### config.mk
export PLATFORM = sky130hd
export DESIGN_NAME = keypad_encoder_event_fifo_flat
export DESIGN_NICKNAME = d
export VERILOG_FILES = /design/src/design/kef_pkg.sv /design/src/design/kef_if.sv /design/src/design/keypad_encoder_event_fifo.sv /design/src/flat_wrapper.sv
export SDC_FILE = /design/constraint.sdc
export NUM_CORES = 1
export LEC_CHECK = 0
export BUFFER_PORTS_ARGS = -buffer_cell sky130_fd_sc_hd__buf_4
export CORE_AREA = 10 10 184 186
export DETAILED_ROUTE_END_ITERATION = 7
export DIE_AREA = 0 0 194 196
export GPL_TIMING_DRIVEN = 1
export PLACE_DENSITY = 0.62
export SYNTH_ARGS = -nofsm -noshare
export SYNTH_HDL_FRONTEND = slang
export SYNTH_SLANG_ARGS = --single-unit
### constraint.sdc
create_clock -name clk -period 9.6 [get_ports clk]
set_input_delay 0.96 -clock clk [delete_from_list [all_inputs] [get_ports clk]]
set_output_delay 0.96 -clock clk [all_outputs]
set_load 0.01 [all_outputs]
### src/design/kef_pkg.sv
// Shared types and constants for the keypad encoder event FIFO.
// No dependencies; every other design file refers to this package by scoped names.
package kef_pkg;

    // Sizes of the key front end
    localparam int PUSH_KEYS   = 4;
    localparam int ROTARY_KEYS = 2;
    localparam int FIFO_DEPTH  = 16;

    // Item field widths
    localparam int OPCODE_W   = 2;
    localparam int TIME_W     = 16;
    localparam int PUSH_LVL_W = 4;
    localparam int ROT_LVL_W  = 2;
    localparam int STATUS_W   = 2;
    localparam int CODE_W     = 8;
    localparam int LEVEL_W    = 4;

    // Configuration port
    localparam int CFG_INDEX_W = 2;
    localparam int CFG_DATA_W  = 8;
    localparam logic [CFG_INDEX_W-1:0] CFG_SCAN_PERIOD  = 2'd0;
    localparam logic [CFG_INDEX_W-1:0] CFG_PUSH_BASE    = 2'd1;
    localparam logic [CFG_INDEX_W-1:0] CFG_ROTARY_BASE  = 2'd2;
    localparam logic [CFG_INDEX_W-1:0] CFG_READ_ENABLED = 2'd3;

    // Register reset values
    localparam logic [CFG_DATA_W-1:0] SCAN_PERIOD_RST = 8'd6;
    localparam logic [CFG_DATA_W-1:0] PUSH_BASE_RST   = 8'd0;
    localparam logic [CFG_DATA_W-1:0] ROTARY_BASE_RST = 8'd8;

    // Derived widths
    localparam int PTR_W     = $clog2(FIFO_DEPTH);
    localparam int PUSH_IDX_W = (PUSH_KEYS > 1) ? $clog2(PUSH_KEYS) : 1;
    localparam int ROT_IDX_W  = (ROTARY_KEYS > 1) ? $clog2(ROTARY_KEYS) : 1;
    localparam int PUSH_PAD_W = (PUSH_KEYS > PUSH_LVL_W) ? PUSH_KEYS : PUSH_LVL_W;
    localparam int ROT_PAD_W  = (ROTARY_KEYS > ROT_LVL_W) ? ROTARY_KEYS : ROT_LVL_W;

    // Push key phases
    localparam logic [1:0] PP_IDLE     = 2'd0;
    localparam logic [1:0] PP_ARMED    = 2'd1;
    localparam logic [1:0] PP_WAIT_REL = 2'd2;

    // Rotary walk phases
    localparam logic [1:0] RP_IDLE  = 2'd0;
    localparam logic [1:0] RP_FIRST = 2'd1;
    localparam logic [1:0] RP_MID   = 2'd2;
    localparam logic [1:0] RP_LAST  = 2'd3;

    // Rotary pin patterns, A in bit 1 and B in bit 0
    localparam logic [1:0] PINS_NONE = 2'b00;
    localparam logic [1:0] PINS_B    = 2'b01;
    localparam logic [1:0] PINS_A    = 2'b10;
    localparam logic [1:0] PINS_BOTH = 2'b11;

    typedef enum logic [OPCODE_W-1:0] {
        OP_SCAN   = 2'd0,
        OP_ROTARY = 2'd1,
        OP_READ   = 2'd2,
        OP_NONE   = 2'd3
    } opcode_t;

    typedef enum logic [STATUS_W-1:0] {
        RS_NONE     = 2'd0,
        RS_EMPTY    = 2'd1,
        RS_CODE     = 2'd2,
        RS_DISABLED = 2'd3
    } read_status_t;

    typedef enum logic [2:0] {
        ST_IDLE,
        ST_SCAN,
        ST_ROT,
        ST_READ,
        ST_FINISH
    } state_t;

endpackage

### src/design/kef_if.sv
// Handshake channels for input items and result items.
// Depends on kef_pkg for the field widths.
interface kef_in_if;
    logic                           valid;
    logic                           ready;
    logic [kef_pkg::OPCODE_W-1:0]   opcode;
    logic [kef_pkg::TIME_W-1:0]     now_time;
    logic [kef_pkg::PUSH_LVL_W-1:0] push_levels;
    logic [kef_pkg::ROT_LVL_W-1:0]  rotary_a_levels;
    logic [kef_pkg::ROT_LVL_W-1:0]  rotary_b_levels;

    modport source (
        output valid, opcode, now_time, push_levels, rotary_a_levels, rotary_b_levels,
        input  ready
    );
    modport sink (
        input  valid, opcode, now_time, push_levels, rotary_a_levels, rotary_b_levels,
        output ready
    );
endinterface

interface kef_out_if;
    logic                         valid;
    logic                         ready;
    logic [kef_pkg::STATUS_W-1:0] read_status;
    logic [kef_pkg::CODE_W-1:0]   key_code;
    logic [kef_pkg::LEVEL_W-1:0]  fifo_level;
    logic                         push_held;

    modport source (
        output valid, read_status, key_code, fifo_level, push_held,
        input  ready
    );
    modport sink (
        input  valid, read_status, key_code, fifo_level, push_held,
        output ready
    );
endinterface

### src/design/keypad_encoder_event_fifo.sv
// Keypad encoder event FIFO: push-key scanner and quadrature decoder feeding a code FIFO.
// Each accepted item is worked on by a sequencer that steps one key per cycle: a scan
// walks the push keys, a pin change walks the rotary keys (skipped while a push key
// is held), and a read goes through the registered code store port. A new item is
// taken only in idle, after the last result is handed on, and may be taken while it waits.
// Reset (rst_n, asynchronous, active low) clears all control state; the code store has none.
module keypad_encoder_event_fifo (
    input  logic                              clk,
    input  logic                              rst_n,
    input  logic                              cfg_we,
    input  logic [kef_pkg::CFG_INDEX_W-1:0]   cfg_index,
    input  logic [kef_pkg::CFG_DATA_W-1:0]    cfg_data,
    kef_in_if.sink                            in_item,
    kef_out_if.source                         out_item
);

    localparam int PTR_W      = kef_pkg::PTR_W;
    localparam int PUSH_IDX_W = kef_pkg::PUSH_IDX_W;
    localparam int ROT_IDX_W  = kef_pkg::ROT_IDX_W;

    // Configuration registers
    logic [kef_pkg::CFG_DATA_W-1:0] scan_period_reg;
    logic [kef_pkg::CFG_DATA_W-1:0] push_base_reg;
    logic [kef_pkg::CFG_DATA_W-1:0] rotary_base_reg;
    logic                           read_enabled_reg;

    // Sequencer and key state
    kef_pkg::state_t                state_reg, state_next;
    logic [PUSH_IDX_W-1:0]          key_idx_reg, key_idx_next;
    logic [ROT_IDX_W-1:0]           rot_idx_reg, rot_idx_next;
    logic [1:0]                     push_phase_reg [kef_pkg::PUSH_KEYS];
    logic [1:0]                     push_phase_next [kef_pkg::PUSH_KEYS];
    logic [kef_pkg::TIME_W-1:0]     deadline_reg [kef_pkg::PUSH_KEYS];
    logic [kef_pkg::TIME_W-1:0]     deadline_next [kef_pkg::PUSH_KEYS];
    logic                           busy_reg, busy_next;
    logic [1:0]                     rot_phase_reg [kef_pkg::ROTARY_KEYS];
    logic [1:0]                     rot_phase_next [kef_pkg::ROTARY_KEYS];
    logic [kef_pkg::CODE_W-1:0]     pending_reg, pending_next;
    logic [PTR_W-1:0]               wr_ptr_reg, wr_ptr_next;
    logic [PTR_W-1:0]               rd_ptr_reg, rd_ptr_next;
    kef_pkg::read_status_t          status_reg, status_next;

    // Latched input item
    logic [kef_pkg::TIME_W-1:0]     now_reg;
    logic [kef_pkg::PUSH_PAD_W-1:0] push_lvl_reg;
    logic [kef_pkg::ROT_PAD_W-1:0]  rot_a_reg;
    logic [kef_pkg::ROT_PAD_W-1:0]  rot_b_reg;

    // Code store
    logic [kef_pkg::CODE_W-1:0]     code_store [kef_pkg::FIFO_DEPTH];
    logic [kef_pkg::CODE_W-1:0]     rd_data_reg;
    logic                           mem_we;
    logic [kef_pkg::CODE_W-1:0]     mem_wdata;
    logic                           mem_re;

    // Output register
    logic                           out_valid_reg;
    logic [kef_pkg::STATUS_W-1:0]   out_status_reg;
    logic [kef_pkg::CODE_W-1:0]     out_code_reg;
    logic [kef_pkg::LEVEL_W-1:0]    out_level_reg;
    logic                           out_held_reg;
    logic                           out_load;

    logic                           in_ready;
    logic                           in_accept;

    // FIFO pointer arithmetic
    logic [PTR_W-1:0]               wr_ptr_inc;
    logic [PTR_W-1:0]               rd_ptr_inc;
    logic                           fifo_full;
    logic [PTR_W-1:0]               fifo_count;

    // Current key operands
    logic                           key_pressed;
    logic [kef_pkg::CODE_W-1:0]     push_code;
    logic [1:0]                     rot_pins;
    logic [kef_pkg::CODE_W-1:0]     up_code;
    logic [kef_pkg::CODE_W-1:0]     down_code;

    assign wr_ptr_inc = (wr_ptr_reg == PTR_W'(kef_pkg::FIFO_DEPTH - 1)) ? '0
                                                                        : wr_ptr_reg + 1'b1;
    assign rd_ptr_inc = (rd_ptr_reg == PTR_W'(kef_pkg::FIFO_DEPTH - 1)) ? '0
                                                                        : rd_ptr_reg + 1'b1;
    assign fifo_full  = (wr_ptr_inc == rd_ptr_reg);
    assign fifo_count = (wr_ptr_reg >= rd_ptr_reg) ? wr_ptr_reg - rd_ptr_reg
                      : PTR_W'(kef_pkg::FIFO_DEPTH) + wr_ptr_reg - rd_ptr_reg;

    assign key_pressed = push_lvl_reg[key_idx_reg];
    assign push_code   = push_base_reg + kef_pkg::CODE_W'(key_idx_reg);
    assign rot_pins    = {rot_a_reg[rot_idx_reg], rot_b_reg[rot_idx_reg]};
    assign up_code     = rotary_base_reg + kef_pkg::CODE_W'({rot_idx_reg, 1'b0});
    assign down_code   = up_code + 1'b1;

    assign in_accept   = in_ready && in_item.valid;
    assign in_item.ready = in_ready;

    assign out_item.valid       = out_valid_reg;
    assign out_item.read_status = out_status_reg;
    assign out_item.key_code    = out_code_reg;
    assign out_item.fifo_level  = out_level_reg;
    assign out_item.push_held   = out_held_reg;

    // Configuration writes
    always_ff @(posedge clk or negedge rst_n)
    begin
        if (!rst_n)
        begin
            scan_period_reg  <= kef_pkg::SCAN_PERIOD_RST;
            push_base_reg    <= kef_pkg::PUSH_BASE_RST;
            rotary_base_reg  <= kef_pkg::ROTARY_BASE_RST;
            read_enabled_reg <= 1'b1;
        end
        else if (cfg_we)
        begin
            case (cfg_index)
                kef_pkg::CFG_SCAN_PERIOD:  scan_period_reg  <= cfg_data;
                kef_pkg::CFG_PUSH_BASE:    push_base_reg    <= cfg_data;
                kef_pkg::CFG_ROTARY_BASE:  rotary_base_reg  <= cfg_data;
                kef_pkg::CFG_READ_ENABLED: read_enabled_reg <= cfg_data[0];
                default:                   ;
            endcase
        end
    end

    // Sequencer state and key state registers
    always_ff @(posedge clk or negedge rst_n)
    begin
        if (!rst_n)
        begin
            state_reg   <= kef_pkg::ST_IDLE;
            key_idx_reg <= '0;
            rot_idx_reg <= '0;
            busy_reg    <= 1'b0;
            pending_reg <= '0;
            wr_ptr_reg  <= '0;
            rd_ptr_reg  <= '0;
            status_reg  <= kef_pkg::RS_NONE;
            for (int i = 0; i < kef_pkg::PUSH_KEYS; i++)
            begin
                push_phase_reg[i] <= kef_pkg::PP_IDLE;
                deadline_reg[i]   <= '0;
            end
            for (int i = 0; i < kef_pkg::ROTARY_KEYS; i++)
            begin
                rot_phase_reg[i] <= kef_pkg::RP_IDLE;
            end
        end
        else
        begin
            state_reg      <= state_next;
            key_idx_reg    <= key_idx_next;
            rot_idx_reg    <= rot_idx_next;
            busy_reg       <= busy_next;
            pending_reg    <= pending_next;
            wr_ptr_reg     <= wr_ptr_next;
            rd_ptr_reg     <= rd_ptr_next;
            status_reg     <= status_next;
            push_phase_reg <= push_phase_next;
            deadline_reg   <= deadline_next;
            rot_phase_reg  <= rot_phase_next;
        end
    end

    // Input item capture
    always_ff @(posedge clk)
    begin
        if (in_accept)
        begin
            now_reg      <= in_item.now_time;
            push_lvl_reg <= kef_pkg::PUSH_PAD_W'(in_item.push_levels);
            rot_a_reg    <= kef_pkg::ROT_PAD_W'(in_item.rotary_a_levels);
            rot_b_reg    <= kef_pkg::ROT_PAD_W'(in_item.rotary_b_levels);
        end
    end

    // Code store: one write port, one registered read port
    always_ff @(posedge clk)
    begin
        if (mem_we)
        begin
            code_store[wr_ptr_reg] <= mem_wdata;
        end
        if (mem_re)
        begin
            rd_data_reg <= code_store[rd_ptr_reg];
        end
    end

    // Next state and datapath control: one key per cycle
    always_comb
    begin
        state_next      = state_reg;
        key_idx_next    = key_idx_reg;
        rot_idx_next    = rot_idx_reg;
        push_phase_next = push_phase_reg;
        deadline_next   = deadline_reg;
        busy_next       = busy_reg;
        rot_phase_next  = rot_phase_reg;
        pending_next    = pending_reg;
        wr_ptr_next     = wr_ptr_reg;
        rd_ptr_next     = rd_ptr_reg;
        status_next     = status_reg;
        mem_we          = 1'b0;
        mem_wdata       = pending_reg;
        mem_re          = 1'b0;
        out_load        = 1'b0;
        in_ready        = 1'b0;

        case (state_reg)
            kef_pkg::ST_IDLE:
            begin
                in_ready = 1'b1;
                if (in_item.valid)
                begin
                    key_idx_next = '0;
                    rot_idx_next = '0;
                    status_next  = kef_pkg::RS_NONE;
                    case (kef_pkg::opcode_t'(in_item.opcode))
                        kef_pkg::OP_SCAN:   state_next = kef_pkg::ST_SCAN;
                        kef_pkg::OP_ROTARY: state_next = kef_pkg::ST_ROT;
                        kef_pkg::OP_READ:   state_next = kef_pkg::ST_READ;
                        default:            state_next = kef_pkg::ST_FINISH;
                    endcase
                end
            end

            // Step one push key
            kef_pkg::ST_SCAN:
            begin
                case (push_phase_reg[key_idx_reg])
                    kef_pkg::PP_IDLE:
                    begin
                        deadline_next[key_idx_reg] =
                            now_reg + kef_pkg::TIME_W'(scan_period_reg);
                        push_phase_next[key_idx_reg] = kef_pkg::PP_ARMED;
                    end
                    kef_pkg::PP_ARMED:
                    begin
                        if (deadline_reg[key_idx_reg] <= now_reg)
                        begin
                            if (key_pressed)
                            begin
                                busy_next = 1'b1;
                                push_phase_next[key_idx_reg] = kef_pkg::PP_WAIT_REL;
                                if (!fifo_full)
                                begin
                                    mem_we      = 1'b1;
                                    mem_wdata   = push_code;
                                    wr_ptr_next = wr_ptr_inc;
                                end
                            end
                            else
                            begin
                                push_phase_next[key_idx_reg] = kef_pkg::PP_IDLE;
                            end
                        end
                    end
                    kef_pkg::PP_WAIT_REL:
                    begin
                        if (!key_pressed)
                        begin
                            busy_next = 1'b0;
                            push_phase_next[key_idx_reg] = kef_pkg::PP_IDLE;
                        end
                    end
                    default: ;
                endcase
                if (key_idx_reg == PUSH_IDX_W'(kef_pkg::PUSH_KEYS - 1))
                begin
                    state_next = kef_pkg::ST_FINISH;
                end
                else
                begin
                    key_idx_next = key_idx_reg + 1'b1;
                end
            end

            // Step one rotary key's quadrature walk
            kef_pkg::ST_ROT:
            begin
                if (busy_reg)
                begin
                    state_next = kef_pkg::ST_FINISH;
                end
                else
                begin
                    case (rot_phase_reg[rot_idx_reg])
                        kef_pkg::RP_IDLE:
                        begin
                            if (rot_pins == kef_pkg::PINS_B)
                            begin
                                pending_next = down_code;
                                rot_phase_next[rot_idx_reg] = kef_pkg::RP_FIRST;
                            end
                            else if (rot_pins == kef_pkg::PINS_A)
                            begin
                                pending_next = up_code;
                                rot_phase_next[rot_idx_reg] = kef_pkg::RP_FIRST;
                            end
                        end
                        kef_pkg::RP_FIRST:
                        begin
                            rot_phase_next[rot_idx_reg] =
                                (rot_pins == kef_pkg::PINS_BOTH) ? kef_pkg::RP_MID
                                                                 : kef_pkg::RP_IDLE;
                        end
                        kef_pkg::RP_MID:
                        begin
                            if ((rot_pins == kef_pkg::PINS_B && pending_reg == up_code) ||
                                (rot_pins == kef_pkg::PINS_A && pending_reg == down_code))
                            begin
                                rot_phase_next[rot_idx_reg] = kef_pkg::RP_LAST;
                            end
                            else
                            begin
                                rot_phase_next[rot_idx_reg] = kef_pkg::RP_IDLE;
                            end
                        end
                        default:
                        begin
                            if (rot_pins == kef_pkg::PINS_NONE && !fifo_full)
                            begin
                                mem_we      = 1'b1;
                                mem_wdata   = pending_reg;
                                wr_ptr_next = wr_ptr_inc;
                            end
                            rot_phase_next[rot_idx_reg] = kef_pkg::RP_IDLE;
                        end
                    endcase
                    if (rot_idx_reg == ROT_IDX_W'(kef_pkg::ROTARY_KEYS - 1))
                    begin
                        state_next = kef_pkg::ST_FINISH;
                    end
                    else
                    begin
                        rot_idx_next = rot_idx_reg + 1'b1;
                    end
                end
            end

            // Pop one code through the registered read port
            kef_pkg::ST_READ:
            begin
                if (!read_enabled_reg)
                begin
                    status_next = kef_pkg::RS_DISABLED;
                end
                else if (fifo_count == '0)
                begin
                    status_next = kef_pkg::RS_EMPTY;
                end
                else
                begin
                    status_next = kef_pkg::RS_CODE;
                    mem_re      = 1'b1;
                    rd_ptr_next = rd_ptr_inc;
                end
                state_next = kef_pkg::ST_FINISH;
            end

            // Hand the result to the output register once it is free
            kef_pkg::ST_FINISH:
            begin
                if (!out_valid_reg || out_item.ready)
                begin
                    out_load   = 1'b1;
                    state_next = kef_pkg::ST_IDLE;
                end
            end

            default:
            begin
                state_next = kef_pkg::ST_IDLE;
            end
        endcase
    end

    // Output register valid flag
    always_ff @(posedge clk or negedge rst_n)
    begin
        if (!rst_n)
        begin
            out_valid_reg <= 1'b0;
        end
        else if (out_load)
        begin
            out_valid_reg <= 1'b1;
        end
        else if (out_item.ready)
        begin
            out_valid_reg <= 1'b0;
        end
    end

    // Output register payload
    always_ff @(posedge clk)
    begin
        if (out_load)
        begin
            out_status_reg <= status_reg;
            out_code_reg   <= (status_reg == kef_pkg::RS_CODE) ? rd_data_reg : '0;
            out_level_reg  <= kef_pkg::LEVEL_W'(fifo_count);
            out_held_reg   <= busy_reg;
        end
    end

`ifndef SYNTHESIS
    // Pointers stay inside the store.
    assert property (@(posedge clk) disable iff (!rst_n)
        (wr_ptr_reg <= PTR_W'(kef_pkg::FIFO_DEPTH - 1)) &&
        (rd_ptr_reg <= PTR_W'(kef_pkg::FIFO_DEPTH - 1)))
    else $error("FIFO pointer out of range");

    // A store write never overruns the read pointer.
    assert property (@(posedge clk) disable iff (!rst_n)
        mem_we |-> (wr_ptr_inc != rd_ptr_reg))
    else $error("code written to a full FIFO");

    // The read pointer only moves while a read item is worked on.
    assert property (@(posedge clk) disable iff (!rst_n)
        (state_reg != kef_pkg::ST_READ) |=> $stable(rd_ptr_reg))
    else $error("read pointer moved outside a read");

    // An accepted item always leaves the idle state.
    assert property (@(posedge clk) disable iff (!rst_n)
        in_accept |=> (state_reg != kef_pkg::ST_IDLE))
    else $error("accepted item was not started");

    // A new result is loaded only after the sequencer finished an item.
    assert property (@(posedge clk) disable iff (!rst_n)
        $rose(out_valid_reg) |-> ($past(state_reg) == kef_pkg::ST_FINISH))
    else $error("result shown without a finished item");
`endif

endmodule

### src/flat_wrapper.sv
// flat-port wrapper written by rule: the top's interface ports become plain ports
module keypad_encoder_event_fifo_flat 
  (clk, rst_n, cfg_we, cfg_index, cfg_data, in_item_valid, in_item_opcode, in_item_now_time, in_item_push_levels, in_item_rotary_a_levels, in_item_rotary_b_levels, in_item_ready, out_item_valid, out_item_read_status, out_item_key_code, out_item_fifo_level, out_item_push_held, out_item_ready);
  kef_in_if in_item_i ();
  kef_out_if out_item_i ();
  input  logic clk;
  input  logic rst_n;
  input  logic cfg_we;
  input  logic [kef_pkg::CFG_INDEX_W-1:0] cfg_index;
  input  logic [kef_pkg::CFG_DATA_W-1:0] cfg_data;
  input wire logic [$bits(in_item_i.valid)-1:0] in_item_valid;
  input wire logic [$bits(in_item_i.opcode)-1:0] in_item_opcode;
  input wire logic [$bits(in_item_i.now_time)-1:0] in_item_now_time;
  input wire logic [$bits(in_item_i.push_levels)-1:0] in_item_push_levels;
  input wire logic [$bits(in_item_i.rotary_a_levels)-1:0] in_item_rotary_a_levels;
  input wire logic [$bits(in_item_i.rotary_b_levels)-1:0] in_item_rotary_b_levels;
  output wire logic [$bits(in_item_i.ready)-1:0] in_item_ready;
  output wire logic [$bits(out_item_i.valid)-1:0] out_item_valid;
  output wire logic [$bits(out_item_i.read_status)-1:0] out_item_read_status;
  output wire logic [$bits(out_item_i.key_code)-1:0] out_item_key_code;
  output wire logic [$bits(out_item_i.fifo_level)-1:0] out_item_fifo_level;
  output wire logic [$bits(out_item_i.push_held)-1:0] out_item_push_held;
  input wire logic [$bits(out_item_i.ready)-1:0] out_item_ready;
  assign in_item_i.valid = in_item_valid;
  assign in_item_i.opcode = in_item_opcode;
  assign in_item_i.now_time = in_item_now_time;
  assign in_item_i.push_levels = in_item_push_levels;
  assign in_item_i.rotary_a_levels = in_item_rotary_a_levels;
  assign in_item_i.rotary_b_levels = in_item_rotary_b_levels;
  assign in_item_ready = in_item_i.ready;
  assign out_item_valid = out_item_i.valid;
  assign out_item_read_status = out_item_i.read_status;
  assign out_item_key_code = out_item_i.key_code;
  assign out_item_fifo_level = out_item_i.fifo_level;
  assign out_item_push_held = out_item_i.push_held;
  assign out_item_i.ready = out_item_ready;
  keypad_encoder_event_fifo u_core (.clk(clk), .rst_n(rst_n), .cfg_we(cfg_we), .cfg_index(cfg_index), .cfg_data(cfg_data), .in_item(in_item_i), .out_item(out_item_i));
endmodule
# Word-level counts from Yosys, hierarchy flattened
# Memories as Yosys holds them, arrays and structs flattened. A register that Yosys moved wholly into a read port is not among the register bits.
# Index checks and enable logic that the tools add are counted.
[classes]
addsub = 9
order_cmp = 7
eq_ne = 39
mux = 88
n_bitwise = 18
reduce_logical = 41
[ops]
columns = ["cell", "n"]
rows = [
  ["$mux W8", 10],
  ["$bwmux W64", 1],
  ["$mux W16", 3],
  ["$mux W4", 12],
  ["$bmux W16 S2", 1],
  ["$demux W16 S2", 1],
  ["$mux W1", 28],
  ["$mux W2", 12],
  ["$pmux W8 S3", 1],
  ["$eq A2 B2 Y1 const B", 9],
  ["$add A16 B8 Y16", 1],
  ["$add A8 B2 Y8", 2],
  ["$eq A8 B8 Y1", 2],
  ["$le A16 B16 Y1", 1],
  ["$mux W3", 5],
  ["$pmux W3 S5", 1],
  ["$ne A2 B1 Y1 const B", 7],
  ["$ne A2 B2 Y1 const B", 7],
  ["$reduce_bool A2 Y1", 7],
  ["$and A4 B4 Y4", 3],
  ["$not A4 Y4", 3],
  ["$or A4 B4 Y4", 3],
  ["$pmux W4 S3", 1],
  ["$reduce_and A2 Y1", 6],
  ["other kinds (47)", 75],
]
[word_totals]
register_bits = 166
mem_bits_rw = 128
in_bits = 41
out_inout_bits = 17
elab_cells = 234
mem_count = 1
[mem_list]
columns = ["memory", "depth", "width", "rd", "rd_clocked_by_memory_dff", "wr", "line", "text"]
rows = [
  ["u_core.code_store", 16, 8, 1, 1, 1, "keypad_encoder_event_fifo.sv:50", "logic [kef_pkg::CODE_W-1:0] code_store [kef_pkg::FIFO_DEPTH];"],
]

# Depth between registers and ports, before layout
# Gate-level depths: netlist of run 1.
[logic_depth]
depth_word = 11
ltp_mapped = 13

# Worst setup path after synthesis of run 1
# Ideal clock, no wire load.
[synth_path]
path_kind = "flip-flop to flip-flop"
startpoint = "reg u_core.key_idx_reg[0]"
endpoint = "mem u_core.code_store[0][3] (netlist bit), data pin"
setup_ns = 0.341
arrival_time_ns = 3.766
required_ns = 9.259
path_slack_ns = 5.493
path_stages_with_launch = 11
synth_period_minus_slack_ns = 4.107
path_cell_list = "dfrtp_1 > buf_1 > mux4_2 > ha_1 > nand4_1 > nor3_1 > nand2_1 > or3_1 > o21a_1 > clkbuf_1 > o31ai_1"
[synth_between]
elab_chain_cells = 8
word_cells_on_any_way = 17
[synth_lines]
columns = ["element", "line", "text"]
rows = [
  ["from (decl)", "keypad_encoder_event_fifo.sv:29", "logic [PUSH_IDX_W-1:0] key_idx_reg, key_idx_next;"],
  ["from (signal assigned)", "keypad_encoder_event_fifo.sv:151", "key_idx_reg <= key_idx_next;"],
  ["$not A2 Y3 (not written as such)", "keypad_encoder_event_fifo.sv:230, keypad_encoder_event_fifo.sv:239", ""],
  ["$bmux W16 S2", "keypad_encoder_event_fifo.sv:239", "if (deadline_reg[key_idx_reg] <= now_reg)"],
  ["$mux W16 (not written as such) (2 in a row)", "keypad_encoder_event_fifo.sv:239", ""],
  ["$le A16 B16 Y1", "keypad_encoder_event_fifo.sv:239", ""],
  ["$mux W8", "keypad_encoder_event_fifo.sv:239", ""],
  ["$mux W8 *", "keypad_encoder_event_fifo.sv:230", "case (push_phase_reg[key_idx_reg])"],
  ["$mux W8 *", "n/a", ""],
  ["net u_core.mem_wdata (one bit)", "keypad_encoder_event_fifo.sv:53", "logic [kef_pkg::CODE_W-1:0] mem_wdata;"],
  ["to (decl)", "keypad_encoder_event_fifo.sv:50", ""],
]
# Mark *: on every way through the listed nets, which the timed path passes. The rest lies on a longest branch. The select of a mux whose other input is x is not followed.

# Final worst setup path of run 1
[layout_path]
startpoint = "reg u_core.key_idx_reg[1]"
endpoint = "mem u_core.code_store[10][3] (netlist bit), data pin"
# Same word-level chain as after synthesis.

==> results of run 1 <==
## area by class of cell
type | instances | area (um2) | area share, %
well taps | 396 | 495 | 3.09
flip-flops and latches | 302 | 8440 | 52.6
multi-input cells | 696 | 5550 | 34.6
inverters | 40 | 150 | 0.936
clock inverters | 15 | 80.1 | 0.499
repair buffers | 64 | 480 | 3.00
clock buffers | 41 | 843 | 5.26
## per-stage QoR
stage	area, um2	hold WS (ns)	setup slack [ns]	utilization (%)	instances
2_1_floorplan	14300	0.439	5.49	-	1085
3_3_place_gp	15100	0.453	5.15	49.9	1498
3_5_place_dp	15100	0.456	5.09	49.9	1498
4_1_cts	16000	0.471	5.04	53.0	1554
5_1_grt	16000	0.478	4.77	53.0	1554
6_report	16000	0.473	5.05	53.0	1554
## per-layer routing
layer	part of all wire (%)	routed length (um)
met1	48	15200
met2	45	14300
met3	4.9	1550
met4	2.2	701
met5	0	0
## worst min-delay path by stage
stage | to | slack, ns
2_1_floorplan | u_core.out_item.read_status[1] | 0.44
3_3_place_gp | u_core.out_item.read_status[1] | 0.45
3_5_place_dp | u_core.out_item.read_status[1] | 0.46
4_1_cts | u_core.out_item.read_status[1] | 0.47
5_1_grt | u_core.out_item.read_status[1] | 0.48
6_report | u_core.out_item.read_status[1] | 0.47
## power breakdown
group / total [uW] / internal [uW] / switching (uW)
combinational: 1530 / 663 / 864
clock: 1090 / 613 / 480
sequential: 1950 / 1730 / 219
## cell usage in the layout (no fill, tap or decap), types with 6 or more instances in the layout
cell type  netlist  final
a21o_1           9      9
or2_2            6      6
or3_1            7      7
edfxtp_1       175    175
mux2_2          51     51
and2_1          15     15
inv_1           40     40
nor2b_1          9      9
a22oi_1          8      8
nor3_1           9      9
clkbuf_1        37      7
mux2i_1         30     30
and3_1          25     25
nand3_1         18     18
ha_1            53     53
nor2_1          39     39
buf_4            1     64
clkinv_2         0      8
dfrtp_1        123    122
a221oi_1         9      9
a31oi_1         22     22
xnor2_1         27     27
nand2b_1         7      7
clkbuf_16        0     31
o21ai_0         65     65
nand2_1        121    121
mux4_2          35     35
a21oi_1         25     25
o211ai_1        10     10
xor2_1          16     16
## worst max-delay path: cells and delay by family (launching register included)
family	cells	cell delay, ns
flip-flops	1	1.06
AND/OR/NAND/NOR	4	0.99
AO/OA/AOI/OAI	2	1.34
adder cells (fa/ha/maj)	1	0.32
multiplexers	1	0.44
## cells by family after synthesis
logic type | after synthesis | share of synthesized area (%)
multiplexers | 118 | 11.8
flip-flops | 302 | 58.9
adder cells (fa/ha/maj) | 56 | 5.05
XOR/XNOR | 47 | 3.29
buffers and inverters | 87 | 2.38
AND/OR/NAND/NOR | 284 | 9.71
AO/OA/AOI/OAI | 191 | 8.81
==> flow_summary.yaml, run 1 <==
outcome:
  outcome: "finished clean"
drt:
  via_per_inst: 5.59
  drt-total-wl_um: 31700
  wl_per_cell_um: 20.4
  first_pass_iters: 5
  drt_iter0_markers: 601
  antenna_left: 0
  vias: 8693
  drcViolationCount: 0
logic_synthesis:
  synthesis.nets: 1182
  avgSynthCellArea_um2: 13.2
  synthArstFlopShare_pct: 42.1
  syn_inst: 1085
  synth_edf_count: 175
  synthTopCellsByArea: "edfxtp_1 37%, dfrtp_1 21%, mux4_2 5.5%"
  yosysTopAreaCellShare_pct: 36.7
  yosysMostFrequentCell: "edfxtp_1"
  yosys.area.top_type: "edfxtp_1"
  syn_area_um2: 14300
  ys.flop_type: "edfxtp_1"
  yosysWarningCount: 0
  ys_seq_area_share_pct: 58.9
  synth_top_cells_by_count: "175 x edfxtp_1, 123 x dfrtp_1, 121 x nand2_1"
  synth_cell_types: 72
  synth-seq-cells: 302
cts:
  cts_resized: 0
  cts-root-buf: "clkbuf_16"
  hold_buffers: 0
  path_clk_slew_ns: 0.06
  postCtsSetupBuffers: 0
  cts_max_level: 1
  insertion_delay_ns: 0.56
  clock_sink_count: 302
  cts_tree: "done"
  cts_buffers: 31
  clk_path_buf_depth: 3
sta:
  finalSetupTns_ns: 0
  clock.fmax_ghz: 0.220
  worstMarginPinSlew_ns: 1.23
  period_share_pct: 47.4
  report.final.setup_viol: 0
  fin_crit_ns: 4.55
  timing_max_transition_violations_final: 0
  rsz0062_at_grt: "false"
  clock_skew_ns: 0.0180
  hold_viol_final: 0
  slew_headroom_pct: 17.8
setup_path:
  cp_slowest_cell: "dfrtp_1"
  path_max_fanout: 24
  arrival_ns: 4.72
  startpoint_type: "flip-flop"
  regToRegStartpoint: "u_core.key_idx_reg[1]"
  crit_start: "u_core.key_idx_reg[1]"
  critPathCaptureType: "flip-flop"
  cpPeakStageDelay_ns: 1.06
  reg2reg_setup_slack_ns: 5.05
  required_ns: 9.78
  path_cells: "mux4_2 > ha_1 > nand4_1 > nor3_1 > nand2_1 > or3_1 > o21a_1 > o31ai_2"
  cp-endpoint: "u_core.code_store[10][3]"
  criticalPathCategory: "reg -> reg"
  rr_worst_depth: 8
  reg2reg_to: "u_core.code_store[10][3]"
power_and_ir_drop:
  total_power_uw: 4570
  ir_worst_vdd_mv: 0.145
  powerDensity_nw_per_um2: 285
  p_leak_uw: 0.00636
cells_and_area:
  drive_gt1_share_pct: 18.9
  nFillCells: 2546
  largest_register_ffs: 128
  area_growth_pct: 12.0
  nets: 1232
  num_antenna_cells: 0
placed_design:
  io_buffers: 57
  hpwl_um: 22600
  gp_congestion: 0.820
global_route:
  gr-usage-met2_pct: 25.4
  grt_overflow_total: 0
  grt_max_degree: 66
  antenna_found_initial: 0
  grt_pass1_wl_um: 51100
  globalRouteMet1Util_pct: 23.8
  grt_pass1_vias: 8731
  track_usage_pct: 16.6
  grt_util_met3_pct: 3.00
  top_usage_layer: "met2"
worst_hold_path:
  min_path_type: "reg -> reg"
  whs_path_depth: 0
  hold_start: "u_core.status_reg[1]"
die:
  dieArea_um2: 38000
  ios: 58
  core_area_um2: 30300
  start_util_pct: 47.3
  die_w_um: 194
  fp.dieH_um: 196
  row_count: 64
flow_run:
  maxCapViolCount: 0
No activity file was read; power rests on OpenSTA's default activity.
==> inputs of run 2 (changes only) <==
clock period = 4.3 ns   (was 9.6 ns; I/O delays follow)
==> run 2 against run 1 <==
Net effect: hold slack got worse by 0.42 ns; sequential power increased by 120%; non-clock buffer count increased by 13; count of clock-buffer cells in the layout unchanged; fmax increased by 17%; largest cell class unchanged.
==> flow_summary.yaml, run 2 (synthesis results as in run 1) <==
setup_path:
  crit_buf_inv: 1
  cp_slowest_cell: "dfrtp_1"
  required_ns: 4.49
  path_cells: "buf_4 > mux4_2 > ha_1 > nand2_1 > nor3_1 > nand2_1 > or3_1 > o21a_1 > o22ai_4 > and3_1"
  crit_family: "simple AND/OR/NAND/NOR gates"
  arrival_ns: 4.10
  critPathCaptureType: "flip-flop"
  crit_top_cell: "nand2_1"
  path_max_fanout: 19
  criticalPathCategory: "reg -> reg"
  cpPeakStageDelay_ns: 0.61
  startpoint_type: "flip-flop"
cells_and_area:
  nets: 1245
  stdcell_area_um2: 16200
  nFillCells: 2580
  area_growth_pct: 13.2
  mostFrequentLayoutCells: "175 x edfxtp_1, 122 x dfrtp_1, 121 x nand2_1"
  drive_gt1_share_pct: 19.5
  num_antenna_cells: 0
  mostFrequentLayoutCell: "edfxtp_1"
  largest_register_ffs: 128
global_route:
  track_usage_pct: 16.7
  grt_overflow_total: 0
  grt_pass1_vias: 8933
  grt_max_degree: 55
  antenna_found_initial: 0
  grt_pass1_wl_um: 51400
cts:
  clk_path_buf_depth: 3
  path_clk_slew_ns: 0.06
  cts_resized: 0
  cts_tree: "done"
  cts_buffers: 31
  clock_sink_count: 302
  insertion_delay_ns: 0.55
  postCtsSetupBuffers: 0
  cts_max_level: 1
  cts-root-buf: "clkbuf_16"
sta:
  worstMarginPinSlew_ns: 1.25
  rsz0062_at_grt: "false"
  finalSetupTns_ns: 0
  period_share_pct: 90.8
  fin_crit_ns: 3.90
  slew_headroom_pct: 16.8
  hold_viol_final: 0
  report.final.setup_viol: 0
  clock.fmax_ghz: 0.256
  clock_skew_ns: 0.0150
  timing_max_transition_violations_final: 0
die:
  start_util_pct: 47.3
  core_area_um2: 30300
  dieArea_um2: 38000
  fp.dieH_um: 196
  ios: 58
  die_w_um: 194
  row_count: 64
placed_design:
  io_buffers: 57
  gp_congestion: 0.859
  hpwl_um: 22700
  placed_cell_area_um2: 15200
flow_run:
  maxCapViolCount: 0
drt:
  drcViolationCount: 0
  drt-total-wl_um: 32100
  antenna_left: 0
  drt_iter0_markers: 643
  wl_per_cell_um: 20.5
  vias: 8800
  first_pass_iters: 5
  via_per_inst: 5.61
power_and_ir_drop:
  ir_worst_vdd_mv: 0.391
  p_leak_uw: 0.00645
  powerDensity_nw_per_um2: 643
worst_hold_path:
  min_path_type: "in -> reg"
outcome:
  outcome: "finished clean"
run 2: metal layers:
metal / vias up / global-route usage, % / wire length (um)
li1: 4176 / - / -
met1: 4366 / 24.1 / 15500
met2: 216 / 25.6 / 14400
met3: 42 / 2.69 / 1540
met4: 0 / 4.36 / 672
met5: - / 0 / 0
run 2: metrics by stage:
stage               std cells  worst slack [ns]  utilization [%]  hold WS, ns  power [uW]
finish                   1568             0.396             53.5       0.0557       10400
CTS                      1568             0.361             53.5       0.0274       10500
detailed placement       1510             0.411             50.3        0.462        7900
floorplan                1085             0.193                -        0.134        6710
global placement         1510             0.442             50.3        0.454        7830
global route             1568             0.121             53.5       0.0271       11100
run 2: path summary, 6_finish.rpt:
check	slack (ns)	from	cells after the start	to
max	0.40	u_core.key_idx_reg[1]	10	u_core.code_store[7][0]
min reg2reg	0.47	u_core.deadline_reg[48]	2	u_core.deadline_reg[48]
max reg2reg	0.40	u_core.key_idx_reg[1]	10	u_core.code_store[7][0]
max in group asynchronous	2.80	rst_n	3	u_core.rotary_base_reg[3]
min in group asynchronous	0.48	rst_n	2	u_core.state_reg[0]
min	0.06	in_item_now_time[6]	1	u_core.now_reg[6]
run 2: where the power goes:
group	switching, uW	internal, uW
Combinational	2010	1540
Clock	1080	1490
Sequential	438	3860
run 2: area by class of cell:
class	instances	area [um2]	share of cell area, %
Sequential cell	302	8440	52.1
Multi-Input combinational cell	696	5550	34.2
Clock buffer	41	843	5.21
Timing Repair Buffer	77	593	3.66
Tap cell	396	495	3.06
Inverter	40	150	0.927
Clock inverter	16	133	0.819
run 2: repair_timing:
action	CTS	global route
setup endpoints to repair	0	0
hold buffers	1	0
endpoints found under the hold margin	52	0
==> inputs of run 3 (changes only) <==
PLACE_DENSITY = default   (was 0.62)
PLACE_DENSITY_LB_ADDON = 0.08   (was default)
==> run 3 against run 2 <==
Net effect: register-to-register slack got worse by 0.095 ns; cell area up 0.59%; wire length increased by 1.8%; via count fell by 0.58%; hold slack worse by 0.028 ns; critical path depth shrank 1; sequential share of layout area shrank 0.30 points; critical path type unchanged; highest routed layer unchanged.
==> flow_summary.yaml, run 3 (synthesis results as in run 1) <==
die:
  core_area_um2: 30300
  row_count: 64
  fp.dieH_um: 196
  ios: 58
  die_w_um: 194
  dieArea_um2: 38000
  start_util_pct: 47.3
cts:
  path_clk_slew_ns: 0.06
  clock_sink_count: 302
  cts-root-buf: "clkbuf_16"
  postCtsSetupBuffers: 0
  cts_max_level: 2
  cts_resized: 0
  insertion_delay_ns: 0.52
  clk_path_buf_depth: 3
  cts_tree: "done"
  cts_buffers: 34
  hold_buffers: 0
placed_design:
  hpwl_um: 22900
  gp_congestion: 0.827
  post-place-ws_ns: 0.327
  dp_cells: 1511
  io_buffers: 57
drt:
  drt-total-wl_um: 32700
  drcViolationCount: 0
  vias: 8749
  via_per_inst: 5.57
  wl_per_cell_um: 20.8
  antenna_left: 0
  drt_iter0_markers: 731
  first_pass_iters: 7
global_route:
  top_usage_layer: "met2"
  grt_max_degree: 99
  grt_overflow_total: 0
  antenna_found_initial: 0
  track_usage_pct: 17.3
  grt_pass1_vias: 8976
  grt_util_met3_pct: 3.97
  gr-usage-met2_pct: 25.9
  grt_pass1_wl_um: 52500
  globalRouteMet1Util_pct: 24.7
setup_path:
  required_ns: 4.47
  startpoint_type: "flip-flop"
  arrival_ns: 4.17
  criticalPathCategory: "reg -> reg"
  critPathCaptureType: "flip-flop"
  path_max_fanout: 19
  rr_worst_depth: 9
power_and_ir_drop:
  p_int_uw: 7030
  power_frac_seq_pct: 40.6
  ir_worst_vdd_mv: 0.334
  combPwrFrac_pct: 33.2
  p_leak_uw: 0.00650
  power.switching_uw: 3590
  clock_power_share_pct: 26.2
  switching_share_pct: 33.8
  powerDensity_nw_per_um2: 652
sta:
  finalSetupTns_ns: 0
  clock_skew_ns: 0.0139
  report.final.setup_viol: 0
  timing_max_transition_violations_final: 0
  period_share_pct: 93.0
  rsz0062_at_grt: "false"
  fin_crit_ns: 4.00
  setup_ws_ns: 0.301
  slew_headroom_pct: 28.9
  clock.fmax_ghz: 0.250
  worstMarginPinSlew_ns: 1.07
  hold_viol_final: 0
cells_and_area:
  nets: 1248
  mostFrequentLayoutCells: "175 x edfxtp_1, 122 x dfrtp_1, 121 x nand2_1"
  largest_register_ffs: 128
  area_growth_pct: 13.8
  final-instance-count-excl-fill: 1572
  nFillCells: 2617
  mostFrequentLayoutCell: "edfxtp_1"
  num_antenna_cells: 0
  drive_gt1_share_pct: 20.2
worst_hold_path:
  min_path_type: "in -> async"
flow_run:
  maxCapViolCount: 0
outcome:
  outcome: "finished clean"
-- run 3: cell count changes in the layout (fill, tap and decap cells not counted), sizes merged --
cell,delta
inv,+1
clkbuf,+2
dlygate4sd3,-1
buf,+1
clkinv,+1
-- run 3: path summary, 6_finish.rpt --
kind / from / end / slack, ns
max in group asynchronous: rst_n / u_core.scan_period_reg[2] / 3.30
max reg2reg: u_core.key_idx_reg[1] / u_core.code_store[15][3] / 0.30
min: rst_n / u_core.push_phase_reg[3] / 0.03
max: u_core.key_idx_reg[1] / u_core.code_store[15][3] / 0.30
min in group clk: in_item_rotary_b_levels[1] / u_core.rot_b_reg[1] / 0.09
min reg2reg: u_core.status_reg[1] / u_core.out_item.read_status[1] / 0.47
-- run 3: layer usage --
layer	share of wire [%]	up-vias	wire length, um
met5	0	-	0
met4	2.0	0	651
met3	5.8	47	1890
met2	44	191	14500
met1	48	4330	15600
li1	-	4181	-
-- run 3: cell type report --
| type | instances | area (um2) | area share [%] |
|---|---|---|---|
| clock buffer | 43 | 905 | 5.55 |
| clock inverter | 18 | 165 | 1.01 |
| inverter | 40 | 150 | 0.921 |
| multi-input combinational | 696 | 5550 | 34.0 |
| sequential | 302 | 8440 | 51.8 |
| tap | 396 | 495 | 3.04 |
| timing repair buffer | 77 | 594 | 3.65 |
-- run 3: power by group through the flow --
stage / clock [uW] / sequential [uW] / combinational [uW]
CTS: 2840 / 4310 / 3560
floorplan: 0 / 4170 / 2540
detailed placement: 0 / 4360 / 3550
global placement: 0 / 4360 / 3510
finish: 2780 / 4310 / 3530
global route: 2980 / 4380 / 3970
-- run 3: critical path, cell delays in order (launching register included) --
cell and delay [ns]:
dfrtp_1 0.79, mux4_2 0.41, ha_1 0.31, nand4_1 0.12, nor3_1 0.30, nand2_1 0.12
or3_1 0.41, o21a_1 0.18, o22ai_4 0.49, and3_1 0.51
-- run 3: per-stage QoR --
| step | power (uW) | hold WS [ns] | utilization [%] | area, um2 |
|---|---|---|---|---|
| global route | 11300 | 0.0743 | 53.8 | 16300 |
| floorplan | 6710 | 0.134 | - | 14300 |
| finish | 10600 | 0.0274 | 53.8 | 16300 |
| global placement | 7870 | 0.450 | 50.3 | 15200 |
| detailed placement | 7900 | 0.453 | 50.3 | 15200 |
| CTS | 10700 | 0.0681 | 53.8 | 16300 |
